<file path="src/ifbs_pkg.sv">
// Package for the information frame byte stuffer: shared types and constants.
// Used by ifbs_expand, ifbs_burst and the top level; depends on nothing.
`timescale 1ns / 1ps

package ifbs_pkg;

  localparam int unsigned MaxResults = 9;
  localparam int unsigned CountW     = 4;

  // Configuration register indexes (address bits [4:2]).
  localparam logic [2:0] RegFlag     = 3'd0;
  localparam logic [2:0] RegEscape   = 3'd1;
  localparam logic [2:0] RegFlagEsc  = 3'd2;
  localparam logic [2:0] RegEscEsc   = 3'd3;
  localparam logic [2:0] RegAddress  = 3'd4;
  localparam logic [2:0] RegCtrlZero = 3'd5;
  localparam logic [2:0] RegCtrlOne  = 3'd6;

  typedef struct packed {
    logic [7:0] flag_byte;
    logic [7:0] escape_byte;
    logic [7:0] flag_escape_code;
    logic [7:0] escape_escape_code;
    logic [7:0] address_byte;
    logic [7:0] control_seq_zero;
    logic [7:0] control_seq_one;
  } cfg_t;

  // One expanded item: its line bytes in order, how many, and whether it closes a frame.
  typedef struct packed {
    logic [MaxResults-1:0][7:0] bytes;
    logic [CountW-1:0]          count;
    logic                       closes;
  } burst_t;

endpackage

</file>
<file path="src/ifbs_expand.sv">
// Combinational expansion of one payload item into its line bytes.
// Depends on ifbs_pkg.
`timescale 1ns / 1ps

module ifbs_expand (
  input  ifbs_pkg::cfg_t   cfg_i,
  input  logic [7:0]       check_i,
  input  logic [7:0]       data_byte_i,
  input  logic             first_byte_i,
  input  logic             last_byte_i,
  input  logic             seq_bit_i,
  output ifbs_pkg::burst_t burst_o,
  output logic [7:0]       check_o
);
  import ifbs_pkg::*;

  // Returns {two_bytes, byte0, byte1} for a stuffed byte.
  function automatic logic [16:0] stuff(input logic [7:0] b, input cfg_t c);
    logic [16:0] r;
    if (b == c.flag_byte) begin
      r = {1'b1, c.escape_byte, c.flag_escape_code};
    end else if (b == c.escape_byte) begin
      r = {1'b1, c.escape_byte, c.escape_escape_code};
    end else begin
      r = {1'b0, b, 8'h00};
    end
    return r;
  endfunction

  logic [7:0]        ctrl;
  logic [7:0]        new_check;
  logic [16:0]       data_st;
  logic [16:0]       bcc_st;
  logic [CountW-1:0] pos;

  always_comb begin
    ctrl      = seq_bit_i ? cfg_i.control_seq_one : cfg_i.control_seq_zero;
    new_check = (first_byte_i ? 8'h00 : check_i) ^ data_byte_i;
    data_st   = stuff(data_byte_i, cfg_i);
    bcc_st    = stuff(new_check, cfg_i);

    burst_o.bytes  = '0;
    burst_o.closes = last_byte_i;
    pos            = '0;

    if (first_byte_i) begin
      burst_o.bytes[0] = cfg_i.flag_byte;
      burst_o.bytes[1] = cfg_i.address_byte;
      burst_o.bytes[2] = ctrl;
      burst_o.bytes[3] = cfg_i.address_byte ^ ctrl;
      pos              = CountW'(4);
    end

    burst_o.bytes[pos] = data_st[15:8];
    if (data_st[16]) begin
      burst_o.bytes[pos + CountW'(1)] = data_st[7:0];
      pos                             = pos + CountW'(2);
    end else begin
      pos = pos + CountW'(1);
    end

    if (last_byte_i) begin
      burst_o.bytes[pos] = bcc_st[15:8];
      if (bcc_st[16]) begin
        burst_o.bytes[pos + CountW'(1)] = bcc_st[7:0];
        pos                             = pos + CountW'(2);
      end else begin
        pos = pos + CountW'(1);
      end
      burst_o.bytes[pos] = cfg_i.flag_byte;
      pos                = pos + CountW'(1);
    end

    burst_o.count = pos;
    check_o       = last_byte_i ? 8'h00 : new_check;
  end

endmodule

</file>
<file path="src/ifbs_burst.sv">
// Burst register and output register: sends the bytes of one expanded item one per cycle unless stalled.
// Depends on ifbs_pkg.
`timescale 1ns / 1ps

module ifbs_burst (
  input  logic             clk_i,
  input  logic             rst_ni,
  input  logic             load_i,
  input  ifbs_pkg::burst_t burst_i,
  output logic             ready_o,
  output logic             out_valid_o,
  input  logic             out_stall_i,
  output logic [7:0]       out_byte_o,
  output logic             run_last_o,
  output logic             frame_end_o
);
  import ifbs_pkg::*;

  logic [MaxResults-1:0][7:0] bytes_q;
  logic [CountW-1:0]          cnt_q;
  logic                       closes_q;
  logic [CountW-1:0]          idx_q;
  logic                       busy_q;
  logic                       out_valid_q;
  logic [7:0]                 out_byte_q;
  logic                       run_last_q;
  logic                       frame_end_q;
  logic                       out_ready;
  logic                       final_slot;

  assign out_ready  = !out_valid_q || !out_stall_i;
  assign final_slot = (idx_q == cnt_q - CountW'(1));
  assign ready_o    = !busy_q || (out_ready && final_slot);

  always_ff @(posedge clk_i or negedge rst_ni) begin
    if (!rst_ni) begin
      busy_q      <= 1'b0;
      idx_q       <= '0;
      out_valid_q <= 1'b0;
    end else begin
      if (out_ready) begin
        out_valid_q <= busy_q;
      end
      if (load_i) begin
        busy_q <= 1'b1;
        idx_q  <= '0;
      end else if (out_ready && busy_q) begin
        if (final_slot) begin
          busy_q <= 1'b0;
        end else begin
          idx_q <= idx_q + CountW'(1);
        end
      end
    end
  end

  always_ff @(posedge clk_i) begin
    if (load_i) begin
      bytes_q  <= burst_i.bytes;
      cnt_q    <= burst_i.count;
      closes_q <= burst_i.closes;
    end
    if (out_ready && busy_q) begin
      out_byte_q  <= bytes_q[idx_q];
      run_last_q  <= final_slot;
      frame_end_q <= final_slot && closes_q;
    end
  end

  assign out_valid_o = out_valid_q;
  assign out_byte_o  = out_byte_q;
  assign run_last_o  = run_last_q;
  assign frame_end_o = frame_end_q;

endmodule

</file>
<file path="src/info_frame_byte_stuffer.sv">
// Top level of the information frame byte stuffer: register port, check byte, datapath.
// Depends on ifbs_pkg, ifbs_expand and ifbs_burst.
`timescale 1ns / 1ps

// The block turns payload bytes into the line stream of an information frame.
// A payload request marked first is preceded by the opening flag, the address,
// the control byte picked by the sequence bit and the header check (address XOR
// control); a request marked last is followed by the running XOR check of the
// frame, stuffed like data, and the closing flag, which is tagged with frame_end.
// Payload bytes equal to the flag or escape value go out as the escape byte plus
// its code. Each accepted request becomes a burst of line bytes: one for a plain
// byte, two for a stuffed byte, up to nine for a single-byte frame. The burst
// leaves one byte per cycle while the output is not stalled. A new request is
// accepted in the same cycle the previous burst hands over its final byte, so
// bursts follow each other with no gap; the first byte of a request passes through
// the burst register and then the output register. run_last marks the final byte
// of each request's burst. The seven 8-bit settings sit at byte addresses 0 to 24
// of the register port and should be written only while the block is idle; writes
// to addresses 28 to 31 are ignored and read back as zero.
module info_frame_byte_stuffer (
  input  logic        clk_i,
  input  logic        rst_ni,
  // Register port.
  input  logic        psel,
  input  logic        penable,
  input  logic        pwrite,
  input  logic [4:0]  paddr,
  input  logic [31:0] pwdata,
  output logic [31:0] prdata,
  output logic        pready,
  // Payload requests.
  input  logic        in_valid_i,
  output logic        in_stall_o,
  input  logic [7:0]  data_byte_i,
  input  logic        first_byte_i,
  input  logic        last_byte_i,
  input  logic        seq_bit_i,
  // Line bytes.
  output logic        out_valid_o,
  input  logic        out_stall_i,
  output logic [7:0]  out_byte_o,
  output logic        run_last_o,
  output logic        frame_end_o
);
  import ifbs_pkg::*;

  cfg_t       cfg_q;
  logic [7:0] check_q;
  logic [7:0] check_d;
  logic       wr_en;
  logic [2:0] reg_idx;
  logic       in_ready;
  logic       in_accept;
  burst_t     burst;

  assign pready  = 1'b1;
  assign reg_idx = paddr[4:2];
  assign wr_en   = psel && penable && pwrite;

  // Settings reset to the usual HDLC-style values.
  always_ff @(posedge clk_i or negedge rst_ni) begin
    if (!rst_ni) begin
      cfg_q.flag_byte          <= 8'd126;
      cfg_q.escape_byte        <= 8'd125;
      cfg_q.flag_escape_code   <= 8'd94;
      cfg_q.escape_escape_code <= 8'd93;
      cfg_q.address_byte       <= 8'd3;
      cfg_q.control_seq_zero   <= 8'd0;
      cfg_q.control_seq_one    <= 8'd64;
    end else if (wr_en) begin
      case (reg_idx)
        RegFlag:     cfg_q.flag_byte          <= pwdata[7:0];
        RegEscape:   cfg_q.escape_byte        <= pwdata[7:0];
        RegFlagEsc:  cfg_q.flag_escape_code   <= pwdata[7:0];
        RegEscEsc:   cfg_q.escape_escape_code <= pwdata[7:0];
        RegAddress:  cfg_q.address_byte       <= pwdata[7:0];
        RegCtrlZero: cfg_q.control_seq_zero   <= pwdata[7:0];
        RegCtrlOne:  cfg_q.control_seq_one    <= pwdata[7:0];
        default: ;
      endcase
    end
  end

  always_comb begin
    case (reg_idx)
      RegFlag:     prdata = {24'h0, cfg_q.flag_byte};
      RegEscape:   prdata = {24'h0, cfg_q.escape_byte};
      RegFlagEsc:  prdata = {24'h0, cfg_q.flag_escape_code};
      RegEscEsc:   prdata = {24'h0, cfg_q.escape_escape_code};
      RegAddress:  prdata = {24'h0, cfg_q.address_byte};
      RegCtrlZero: prdata = {24'h0, cfg_q.control_seq_zero};
      RegCtrlOne:  prdata = {24'h0, cfg_q.control_seq_one};
      default:     prdata = 32'h0;
    endcase
  end

  assign in_stall_o = !in_ready;
  assign in_accept  = in_valid_i && in_ready;

  // The running frame check is updated when a request is accepted, so the next
  // request sees it at once.
  always_ff @(posedge clk_i or negedge rst_ni) begin
    if (!rst_ni) begin
      check_q <= 8'h00;
    end else if (in_accept) begin
      check_q <= check_d;
    end
  end

  ifbs_expand u_expand (
    .cfg_i        (cfg_q),
    .check_i      (check_q),
    .data_byte_i  (data_byte_i),
    .first_byte_i (first_byte_i),
    .last_byte_i  (last_byte_i),
    .seq_bit_i    (seq_bit_i),
    .burst_o      (burst),
    .check_o      (check_d)
  );

  ifbs_burst u_burst (
    .clk_i       (clk_i),
    .rst_ni      (rst_ni),
    .load_i      (in_accept),
    .burst_i     (burst),
    .ready_o     (in_ready),
    .out_valid_o (out_valid_o),
    .out_stall_i (out_stall_i),
    .out_byte_o  (out_byte_o),
    .run_last_o  (run_last_o),
    .frame_end_o (frame_end_o)
  );

endmodule

</file>
<file path="config.mk">
export PLATFORM = sky130hd
export DESIGN_NAME = info_frame_byte_stuffer
export DESIGN_NICKNAME = d
export VERILOG_FILES = /design/src/ifbs_pkg.sv /design/src/ifbs_expand.sv /design/src/ifbs_burst.sv /design/src/info_frame_byte_stuffer.sv
export SDC_FILE = /design/constraint.sdc
export NUM_CORES = 1
export LEC_CHECK = 0
export BUFFER_PORTS_ARGS = -buffer_cell sky130_fd_sc_hd__buf_2
export CAP_MARGIN = 40
export CORE_UTILIZATION = 25
export CTS_CLUSTER_SIZE = 10
export DETAILED_ROUTE_END_ITERATION = 8
export GPL_TIMING_DRIVEN = 1
export MAX_ROUTING_LAYER = met4
export SKIP_CTS_REPAIR_TIMING = 1
export SLEW_MARGIN = 20
export SYNTH_ARGS = -nofsm -noshare
export SYNTH_HDL_FRONTEND = slang
export SYNTH_HIERARCHICAL = 1
export SYNTH_SLANG_ARGS = --single-unit
</file>
<file path="constraint.sdc">
create_clock -name clk_i -period 9.8 [get_ports clk_i]
set_clock_uncertainty 0.1 [all_clocks]
set_input_delay 2.94 -clock clk_i [delete_from_list [all_inputs] [get_ports clk_i]]
set_output_delay 2.94 -clock clk_i [all_outputs]
set_load 0.1 [all_outputs]
</file>
==> results of run 1 <==
-- where the power goes --
group	switching, mW	internal (mW)
logic	0.722	0.383
clock network	0.334	0.348
registers	0.158	0.908
total	1.21	1.64
-- worst min path at each step --
stage	cells past startpoint	slack [ps]	to
2_1_floorplan	1	350	u_burst/out_valid_o
3_3_place_gp	1	360	u_burst/out_valid_o
3_5_place_dp	1	370	u_burst/out_valid_o
4_1_cts	1	390	u_burst/out_valid_o
5_1_grt	1	410	u_burst/out_valid_o
6_report	1	390	u_burst/out_valid_o
-- cell type report --
cell class	instances	area, um2	area share, %
diodes	2	5.00	0.0401
inverters	26	97.6	0.782
multi-input cells	814	6220	49.8
clock buffers	17	425	3.41
repair buffers	66	415	3.33
clock inverters	15	183	1.46
flip-flops and latches	157	4400	35.2
well taps	592	741	5.94
-- cell families after synthesis --
group / count (synthesis) / share of synthesized area, %
AOI/OAI and AO/OA: 314 / 19.1
and+or+nand+nor: 260 / 12.3
DFF: 157 / 39.0
buffers and inverters: 149 / 6.57
muxes: 145 / 15.7
xor gates and xnor gates: 57 / 5.79
adders and majority gates: 13 / 1.44
other: 2 / 0.0667
-- placed cells by master, fill, tap and decap left out, types with 8 or more instances in the layout --
cell / synthesis / routed
mux2_2: 65 / 65
ha_1: 13 / 13
clkbuf_16: 0 / 17
conb_1: 2 / 25
o21ai_0: 71 / 71
and3_1: 10 / 10
a2bb2oi_1: 12 / 12
a22oi_1: 14 / 14
a21boi_0: 9 / 9
nand3_1: 26 / 26
a21oi_1: 51 / 51
a22o_1: 16 / 16
nand2_1: 73 / 73
xnor2_1: 20 / 20
nor2_1: 46 / 46
buf_2: 19 / 48
a31oi_1: 26 / 26
mux4_2: 17 / 17
edfxtp_1: 87 / 87
inv_1: 25 / 24
a221o_1: 8 / 8
nand3b_1: 9 / 9
nand4_1: 8 / 8
nor2b_1: 9 / 9
buf_4: 34 / 14
and2_1: 21 / 21
a221oi_1: 9 / 9
xor2_1: 25 / 25
o22ai_1: 23 / 23
a211oi_1: 19 / 19
mux2i_1: 57 / 57
dfrtp_1: 45 / 45
nor3_1: 21 / 21
xnor3_1: 10 / 10
dfstp_2: 25 / 25
-- worst max-delay path: cells and delay by family --
kind	cells	cell delay, ps
simple gates	1	850
buf+inv	2	790
compound gates	1	350
-- registers in the layout, summed over array words and instances (netlist names) --
register and count:
u_burst/frame_end_o 1, u_burst/closes_q 1, cfg_q 56, u_burst/cnt_q 4, u_burst/run_last_o 1, check_q 8, u_burst/idx_q 4, u_burst/out_byte_o 8
u_burst/bytes_q 72, u_burst/busy_q 1, u_burst/out_valid_o 1
-- layer usage --
layer  share of wire, %  track usage (%)  vias to the layer above
met1                 44             20.6                     4382
met2                 46             24.1                      412
met4                2.8             5.79                        0
met3                7.0             2.31                       48
li1                   -                -                     4033
met5                  0                -                        -
-- per-stage QoR --
stage          utilization [%]  setup WS [ps]  hold WS [ps]  power, mW  cells
3_5_place_dp              26.8           1860           369       2.18   1654
3_3_place_gp              26.6           1910           361       2.14   1649
4_1_cts                   28.1           1860           389       2.87   1686
5_1_grt                   28.2           1760           410       2.98   1688
6_report                  28.2           1820           390       2.85   1689
2_1_floorplan                -           1760           353       1.90   1120
==> results.tsv, run 1 <==
metric	value	unit
Crit path top cell by count	buf_2	
prevailing post-synth register cell	edfxtp_1	
Critical Path Source Type	primary input	
capture point of the worst reg-to-reg path	u_burst/bytes_q[10]	
CP max stage delay	850	ps
Layout Nets	1150	
Syn Area/Cell	10.3	um2
placed cell area	11900	um2
pin count of the biggest net entering global routing	63	
gr ovfl total	0	
Area Overhead vs Synth	10.8	%
layout cells sized above 1	22.4	%
first-pass GRT wire length	53500	um
Mapped Cells	1097	
Power Dens Cells	229	nW/um2
Post-Route WL	35500	um
GRT Overall Usage	15.6	%
port buffer count	48	
worst r2r src	cfg_q[41]	
top-count cell post-synth	edfxtp_1	
die width	214	um
Mapped Area	11300	um2
fmax	0.125	GHz
vias in the first global route	8341	
slew margin rel.	38.6	%
CP endpoint kind	output port	
Starting Density	25.4	%
r2r setup slk	4790	ps
synth unique cells	85	
dominant cell type by area after synthesis	edfxtp_1	
Avg Vias per Cell	5.25	
FF-to-FF path depth	10	
Lkg Pwr	4.71	nW
yosys warns	6	
antenna viol nets, final	0	
setup TNS	0	ps
CTS tree	done	
Design Area, Final	12500	um2
dominant cells by area after synthesis	edfxtp_1, dfrtp_1, mux2_2	
Crit path required time	6760	ps
GP Congestion	0.962	
sequential area share after synthesis	39.0	%
Worst Setup SP	paddr[3]	
crit path time final	7980	ps
drt wl/cell	21.0	um
H-tree depth	4	
Iter 0 DRT Violations	853	
hold path start	u_burst/busy_q	
status	complete, no violations	
Remaining DRCs	0	
Hold Path Class	flip-flop to flip-flop	
Slew Viols, Final	0	
I/O pin cnt	100	
CTS Root Buffer Type	clkbuf_16	
row cnt	77	
initial antenna violation count	2	
crit path max-delay cell type	nor3b_1	
vias	8875	
Max IR drop VDD	93.4	uV
CP max FO	36	
DP HPWL	25700	um
Worst-Margin Slew	919	ps
Synth top area share	23.2	%
Synth async-reset ratio	44.6	%
drt first pass iters	5	
DIE HEIGHT	214	um
Clock Path Buffers	2	
RSZ-0062 raised after global routing	no	
CTS Sinks	157	
synthesized flop and latch total	157	
crit path to	prdata[6]	
crit path cell chain	buf_2, nor3b_1, a221o_1, buf_2	
Worst Path Arrival	4940	ps
Num CTS Buffers	17	
Hold Fails Final Rpt	0	
fin crit share	81.5	%
synth cell count leaders	edfxtp_1, nand2_1, o21ai_0	
Post-synth EDFFs	87	
max cap viols	0	
core area	44300	um2
critical path class	primary input to output port	
Worst-path clk slew	80	ps
worst skew pair latency	440	ps
Layout fillers	4651	
endpoints failing setup	0	
die footprint	45900	um2
No activity file was read; power rests on OpenSTA's default activity.
==> run 2, diff against run 1 <==
Clock period 9.8 ns to 8.3 ns, I/O delays scaled along.
==> run 2 against run 1 <==
Compared with the run above: via count increased by 1.8%; critical path depth stayed put; cell count grew 0.41%; largest power group unchanged; register-to-register slack worse by 1300 ps; worst hold slack gained 5.6 ps; critical path type unchanged; die area stayed put; flip-flop and latch count unchanged; first-iteration DRC count rose by 30%.
==> results.tsv, run 2 (same netlist as run 1, synthesis figures left out) <==
metric	value	unit	change
fmax	0.142	GHz	
Power Dens Cells	270	nW/um2	+18%
Worst Path Arrival	4430	ps	-510 ps
Biggest register	u_burst/bytes_q		
DIE HEIGHT	214	um	unchanged
clock network power share	23.5	%	-0.4 points
H-tree depth	4		unchanged
die footprint	45900	um2	unchanged
capture point of the worst reg-to-reg path	u_burst/bytes_q[37]		
Iter 0 DRT Violations	1110		+30%
I/O pin cnt	100		unchanged
Cells on Worst Hold Path	1		unchanged
GP Congestion	0.970		+0.79%
worst skew pair latency	430	ps	about the same
Layout Nets	1158		+0.70%
Worst-Margin Slew	889	ps	-30.1 ps
Core Util, Final	28.2	%	+0.076 points
Hold Fails Final Rpt	0		unchanged
max cap viols	0		unchanged
endpoints failing setup	0		unchanged
Largest regs	u_burst/bytes_q x72, cfg_q x56		
slew margin rel.	40.7	%	+2.1 points
CTS Root Buffer Type	clkbuf_16		
initial antenna violation count	0		-2
row cnt	77		unchanged
r2r setup slk	3460	ps	-1330 ps
Layout fillers	4650		-0.022%
Starting Density	25.4	%	unchanged
critical path class	primary input to output port		
vias	9037		+1.8%
die width	214	um	unchanged
leading cell type in the layout, fill and taps excluded	edfxtp_1		
Post-Route WL	36300	um	+2.3%
Multi-input gate area	6220	um2	unchanged
DP HPWL	25900	um	+0.91%
Reg area	4400	um2	unchanged
antenna viol nets, final	0		unchanged
NetSw	1.42	mW	+17%
drt first pass iters	5		unchanged
sw frac	42.1	%	-0.49 points
gr ovfl total	0		unchanged
hold-critical path endpoint	u_burst/out_valid_o		
pin count of the biggest net entering global routing	63		unchanged
fin crit share	84.6	%	
Hold Path Class	flip-flop to flip-flop		
first-pass GRT wire length	54900	um	+2.7%
RSZ-0062 raised after global routing	no		
Clock Path Buffers	2		unchanged
Num CTS Buffers	17		unchanged
max reg flops	72		unchanged
CTS tree	done		
CP endpoint kind	output port		
Place WS	1260	ps	-600 ps
Sequential Power Share	37.3	%	about the same
worst r2r src	cfg_q[48]		
P_int	1.96	mW	+19%
Area Overhead vs Synth	11.1	%	
port buffer count	48		unchanged
Critical Path Source Type	primary input		
status	complete, no violations		
vias in the first global route	8535		+2.3%
share of total power in combinational logic	39.2	%	+0.5 points
GRT Overall Usage	16.1	%	+0.45 points
CP max FO	36		unchanged
core area	44300	um2	unchanged
setup TNS	0	ps	unchanged
layout cells sized above 1	22.8	%	+0.38 points
most frequent cells in the layout	edfxtp_1, nand2_1, o21ai_0		
Worst Slack Setup Final	1280	ps	-536 ps
hold path start	u_burst/busy_q		
Lkg Pwr	4.74	nW	+0.59%
CTS Sinks	157		unchanged
FF-to-FF path depth	9		-1
Worst-path clk slew	70	ps	about the same
Max IR drop VDD	151	uV	+62%
Crit path required time	5710	ps	-1050 ps
Slew Viols, Final	0		unchanged
Worst Setup SP	paddr[3]		
Avg Vias per Cell	5.33		+1.4%
Remaining DRCs	0		unchanged
crit path time final	7020	ps	
drt wl/cell	21.4	um	+1.9%
-- run 2: cell count changes in the layout (fill, tap and decap cells not counted), moves of 2 or more --
cell | previous run | this run
buf_4 | 14 | 20
clkinv_4 | 2 | 4
inv_8 | 6 | 1
inv_6 | 1 | 4
clkbuf_4 | 0 | 3
clkinv_8 | 4 | 2
-- run 2: worst max-delay path, cell delays in order --
cell and delay, ps:
buf_2 330, nor3b_1 800, a221o_1 350, buf_2 450
-- run 2: metal layers --
layer,routed length (um),GRT usage (%),vias to the layer above,share of wire [%]
li1,-,-,4062,-
met1,15700,21.7,4405,43
met2,16200,23.6,490,45
met3,2820,2.20,80,7.8
met4,1550,7.69,0,4.3
met5,0,-,-,0
-- run 2: per-stage QoR --
step | area (um2) | hold slack (ps) | total power [mW] | instances
finish | 12500 | 396 | 3.37 | 1696
global route | 12500 | 421 | 3.53 | 1695
CTS | 12500 | 396 | 3.37 | 1691
detailed placement | 11900 | 377 | 2.58 | 1659
global placement | 11800 | 357 | 2.54 | 1656
floorplan | 11400 | 353 | 2.24 | 1120
-- run 2: power by group through the flow --
stage	clock network (mW)	registers (mW)	logic, mW
2_1_floorplan	0	1.35	0.886
3_3_place_gp	0	1.28	1.26
3_5_place_dp	0	1.27	1.31
4_1_cts	0.806	1.26	1.31
5_1_grt	0.836	1.28	1.41
6_report	0.793	1.26	1.32
-- run 2: cell type report --
class | instances | area share (%)
multi-input combinational | 814 | 49.7
sequential | 157 | 35.1
tap | 592 | 5.92
timing repair buffer | 74 | 3.80
clock buffer | 18 | 3.43
clock inverter | 14 | 1.24
inverter | 26 | 0.780
antenna | 1 | 0.0200
-- run 2: how the worst max path moves through the flow --
stage	endpoint	slack, ps	cells past startpoint
3_5_place_dp	prdata[6]	1260	4
2_1_floorplan	prdata[4]	1160	5
5_1_grt	prdata[6]	1180	4
4_1_cts	prdata[6]	1260	4
6_report	prdata[6]	1280	4
3_3_place_gp	prdata[6]	1310	4
==> run 3, diff against run 2 <==
Clock period 8.3 ns to 7.2 ns, I/O delays scaled along.
==> run 3 against run 2 <==
Compared with the run above: worst hold slack got worse by 14 ps; routed wire length decreased by 2.0%; worst setup slack got worse by 230 ps; sequential power increased by 14%; via count decreased by 0.85%.
==> results.tsv, run 3 (same netlist as run 1, synthesis figures left out) <==
metric	value	unit	change
status	complete, no violations		
CP endpoint kind	output port		
Num CTS Buffers	17		unchanged
max cap viols	0		unchanged
Biggest register	u_burst/bytes_q		
vias	8960		-0.85%
Slew Viols, Final	0		unchanged
Worst-Margin Slew	1000	ps	+114 ps
endpoints failing setup	0		unchanged
Lkg Pwr	4.77	nW	+0.55%
Met1 Wirelength	15900	um	+0.92%
CTS Sinks	157		unchanged
clock network power share	24.2	%	+0.7 points
Max IR drop VDD	157	uV	+3.8%
Worst Setup SP	paddr[3]		
Power Dens Cells	312	nW/um2	+16%
crit path time final	6150	ps	
share of total power in combinational logic	38.9	%	-0.3 points
most frequent cells in the layout	edfxtp_1, nand2_1, o21ai_0		
capture point of the worst reg-to-reg path	u_burst/bytes_q[10]		
Layout fillers	4674		+0.52%
Worst Path Arrival	3890	ps	-540 ps
DIE HEIGHT	214	um	unchanged
first-pass GRT wire length	54400	um	-0.95%
initial antenna violation count	1		+1
drt wl/cell	21.0	um	-2.1%
slew margin rel.	32.9	%	-7.8 points
P_int	2.29	mW	+17%
Tot Pwr	3.91	mW	+16%
Worst-path clk slew	80	ps	about the same
Place WS	1030	ps	-226 ps
Hold Fails Final Rpt	0		unchanged
worst skew pair latency	440	ps	about the same
fmax	0.163	GHz	
H-tree depth	4		unchanged
Starting Density	25.4	%	unchanged
layout cells sized above 1	23.0	%	+0.23 points
Largest regs	u_burst/bytes_q x72, cfg_q x56		
CTS Root Buffer Type	clkbuf_16		
Critical Path Source Type	primary input		
Avg Vias per Cell	5.28		-0.97%
critical path class	primary input to output port		
Hold Path Class	flip-flop to flip-flop		
Clock Path Buffers	2		unchanged
r2r setup slk	2540	ps	-920 ps
die width	214	um	unchanged
worst r2r src	cfg_q[40]		
FF-to-FF path depth	13		+4
Post-Route WL	35600	um	-2.0%
Layout Nets	1160		+0.17%
Remaining DRCs	0		unchanged
DP HPWL	25800	um	-0.43%
met2 WL post-DR	16200	um	-0.11%
die footprint	45900	um2	unchanged
Worst Slack Setup Final	1050	ps	-228 ps
I/O pin cnt	100		unchanged
fin crit share	85.4	%	
GRT Overall Usage	15.8	%	-0.28 points
gr ovfl total	0		unchanged
RSZ-0062 raised after global routing	no		
core area	44300	um2	unchanged
WHS	382	ps	-13.7 ps
max reg flops	72		unchanged
antenna viol nets, final	0		unchanged
NetSw	1.62	mW	+14%
CP max FO	36		unchanged
Area Overhead vs Synth	11.4	%	
port buffer count	48		unchanged
Iter 0 DRT Violations	1067		-3.9%
leading cell type in the layout, fill and taps excluded	edfxtp_1		
CTS tree	done		
WL met3	2460	um	-13%
crit path to	prdata[2]		
Top Metal Used	met4		
pin count of the biggest net entering global routing	62		-1.6%
Sequential Power Share	36.9	%	-0.4 points
sw frac	41.4	%	-0.62 points
GP Congestion	0.939		-3.1%
row cnt	77		unchanged
vias in the first global route	8432		-1.2%
setup TNS	0	ps	unchanged
Crit path required time	4940	ps	-770 ps
drt first pass iters	6		+1
## run 3: how the worst min path moves through the flow
| stage | cells after the start | slack, ps | endpoint | start |
|---|---|---|---|---|
| 2_1_floorplan | 1 | 350 | u_burst/out_valid_o | u_burst/busy_q |
| 3_3_place_gp | 1 | 360 | u_burst/out_valid_o | u_burst/busy_q |
| 3_5_place_dp | 1 | 380 | u_burst/out_valid_o | u_burst/busy_q |
| 4_1_cts | 1 | 390 | u_burst/out_valid_o | u_burst/busy_q |
| 5_1_grt | 1 | 420 | check_q[3] | check_q[3] |
| 6_report | 1 | 380 | u_burst/out_valid_o | u_burst/busy_q |
## run 3: worst max-delay path, stage by stage
cell and delay [ps]:
buf_2 550, mux4_2 590, mux2_2 280, buf_2 290
## run 3: power by group through the flow
stage / clock (mW) / sequential [mW] / combinational, mW
4_1_cts: 0.971 / 1.44 / 1.51
3_5_place_dp: 0 / 1.46 / 1.51
5_1_grt: 1.00 / 1.47 / 1.62
2_1_floorplan: 0 / 1.56 / 1.02
6_report: 0.948 / 1.44 / 1.52
3_3_place_gp: 0 / 1.47 / 1.46
## run 3: per-stage QoR
stage | instance area (um2) | instances | utilization, %
after floorplan | 11400 | 1120 | -
after global placement | 11900 | 1660 | 26.8
after detailed placement | 11900 | 1664 | 26.9
after CTS | 12500 | 1696 | 28.3
after global routing | 12500 | 1697 | 28.3
final | 12600 | 1698 | 28.3
## run 3: layout make-up
| class | count | area [um2] | area share, % |
|---|---|---|---|
| clock buffer | 18 | 429 | 3.42 |
| tap | 592 | 741 | 5.90 |
| inverter | 26 | 97.6 | 0.778 |
| multi-input combinational | 814 | 6220 | 49.5 |
| clock inverter | 14 | 176 | 1.41 |
| timing repair buffer | 76 | 493 | 3.93 |
| sequential | 157 | 4400 | 35.0 |
| antenna | 1 | 2.50 | 0.0199 |
## run 3: per-layer routing
metal,track usage (%),up-vias
met1,21.5,4371
li1,-,4064
met3,2.27,57
met2,23.9,468
met5,-,-
met4,5.36,0
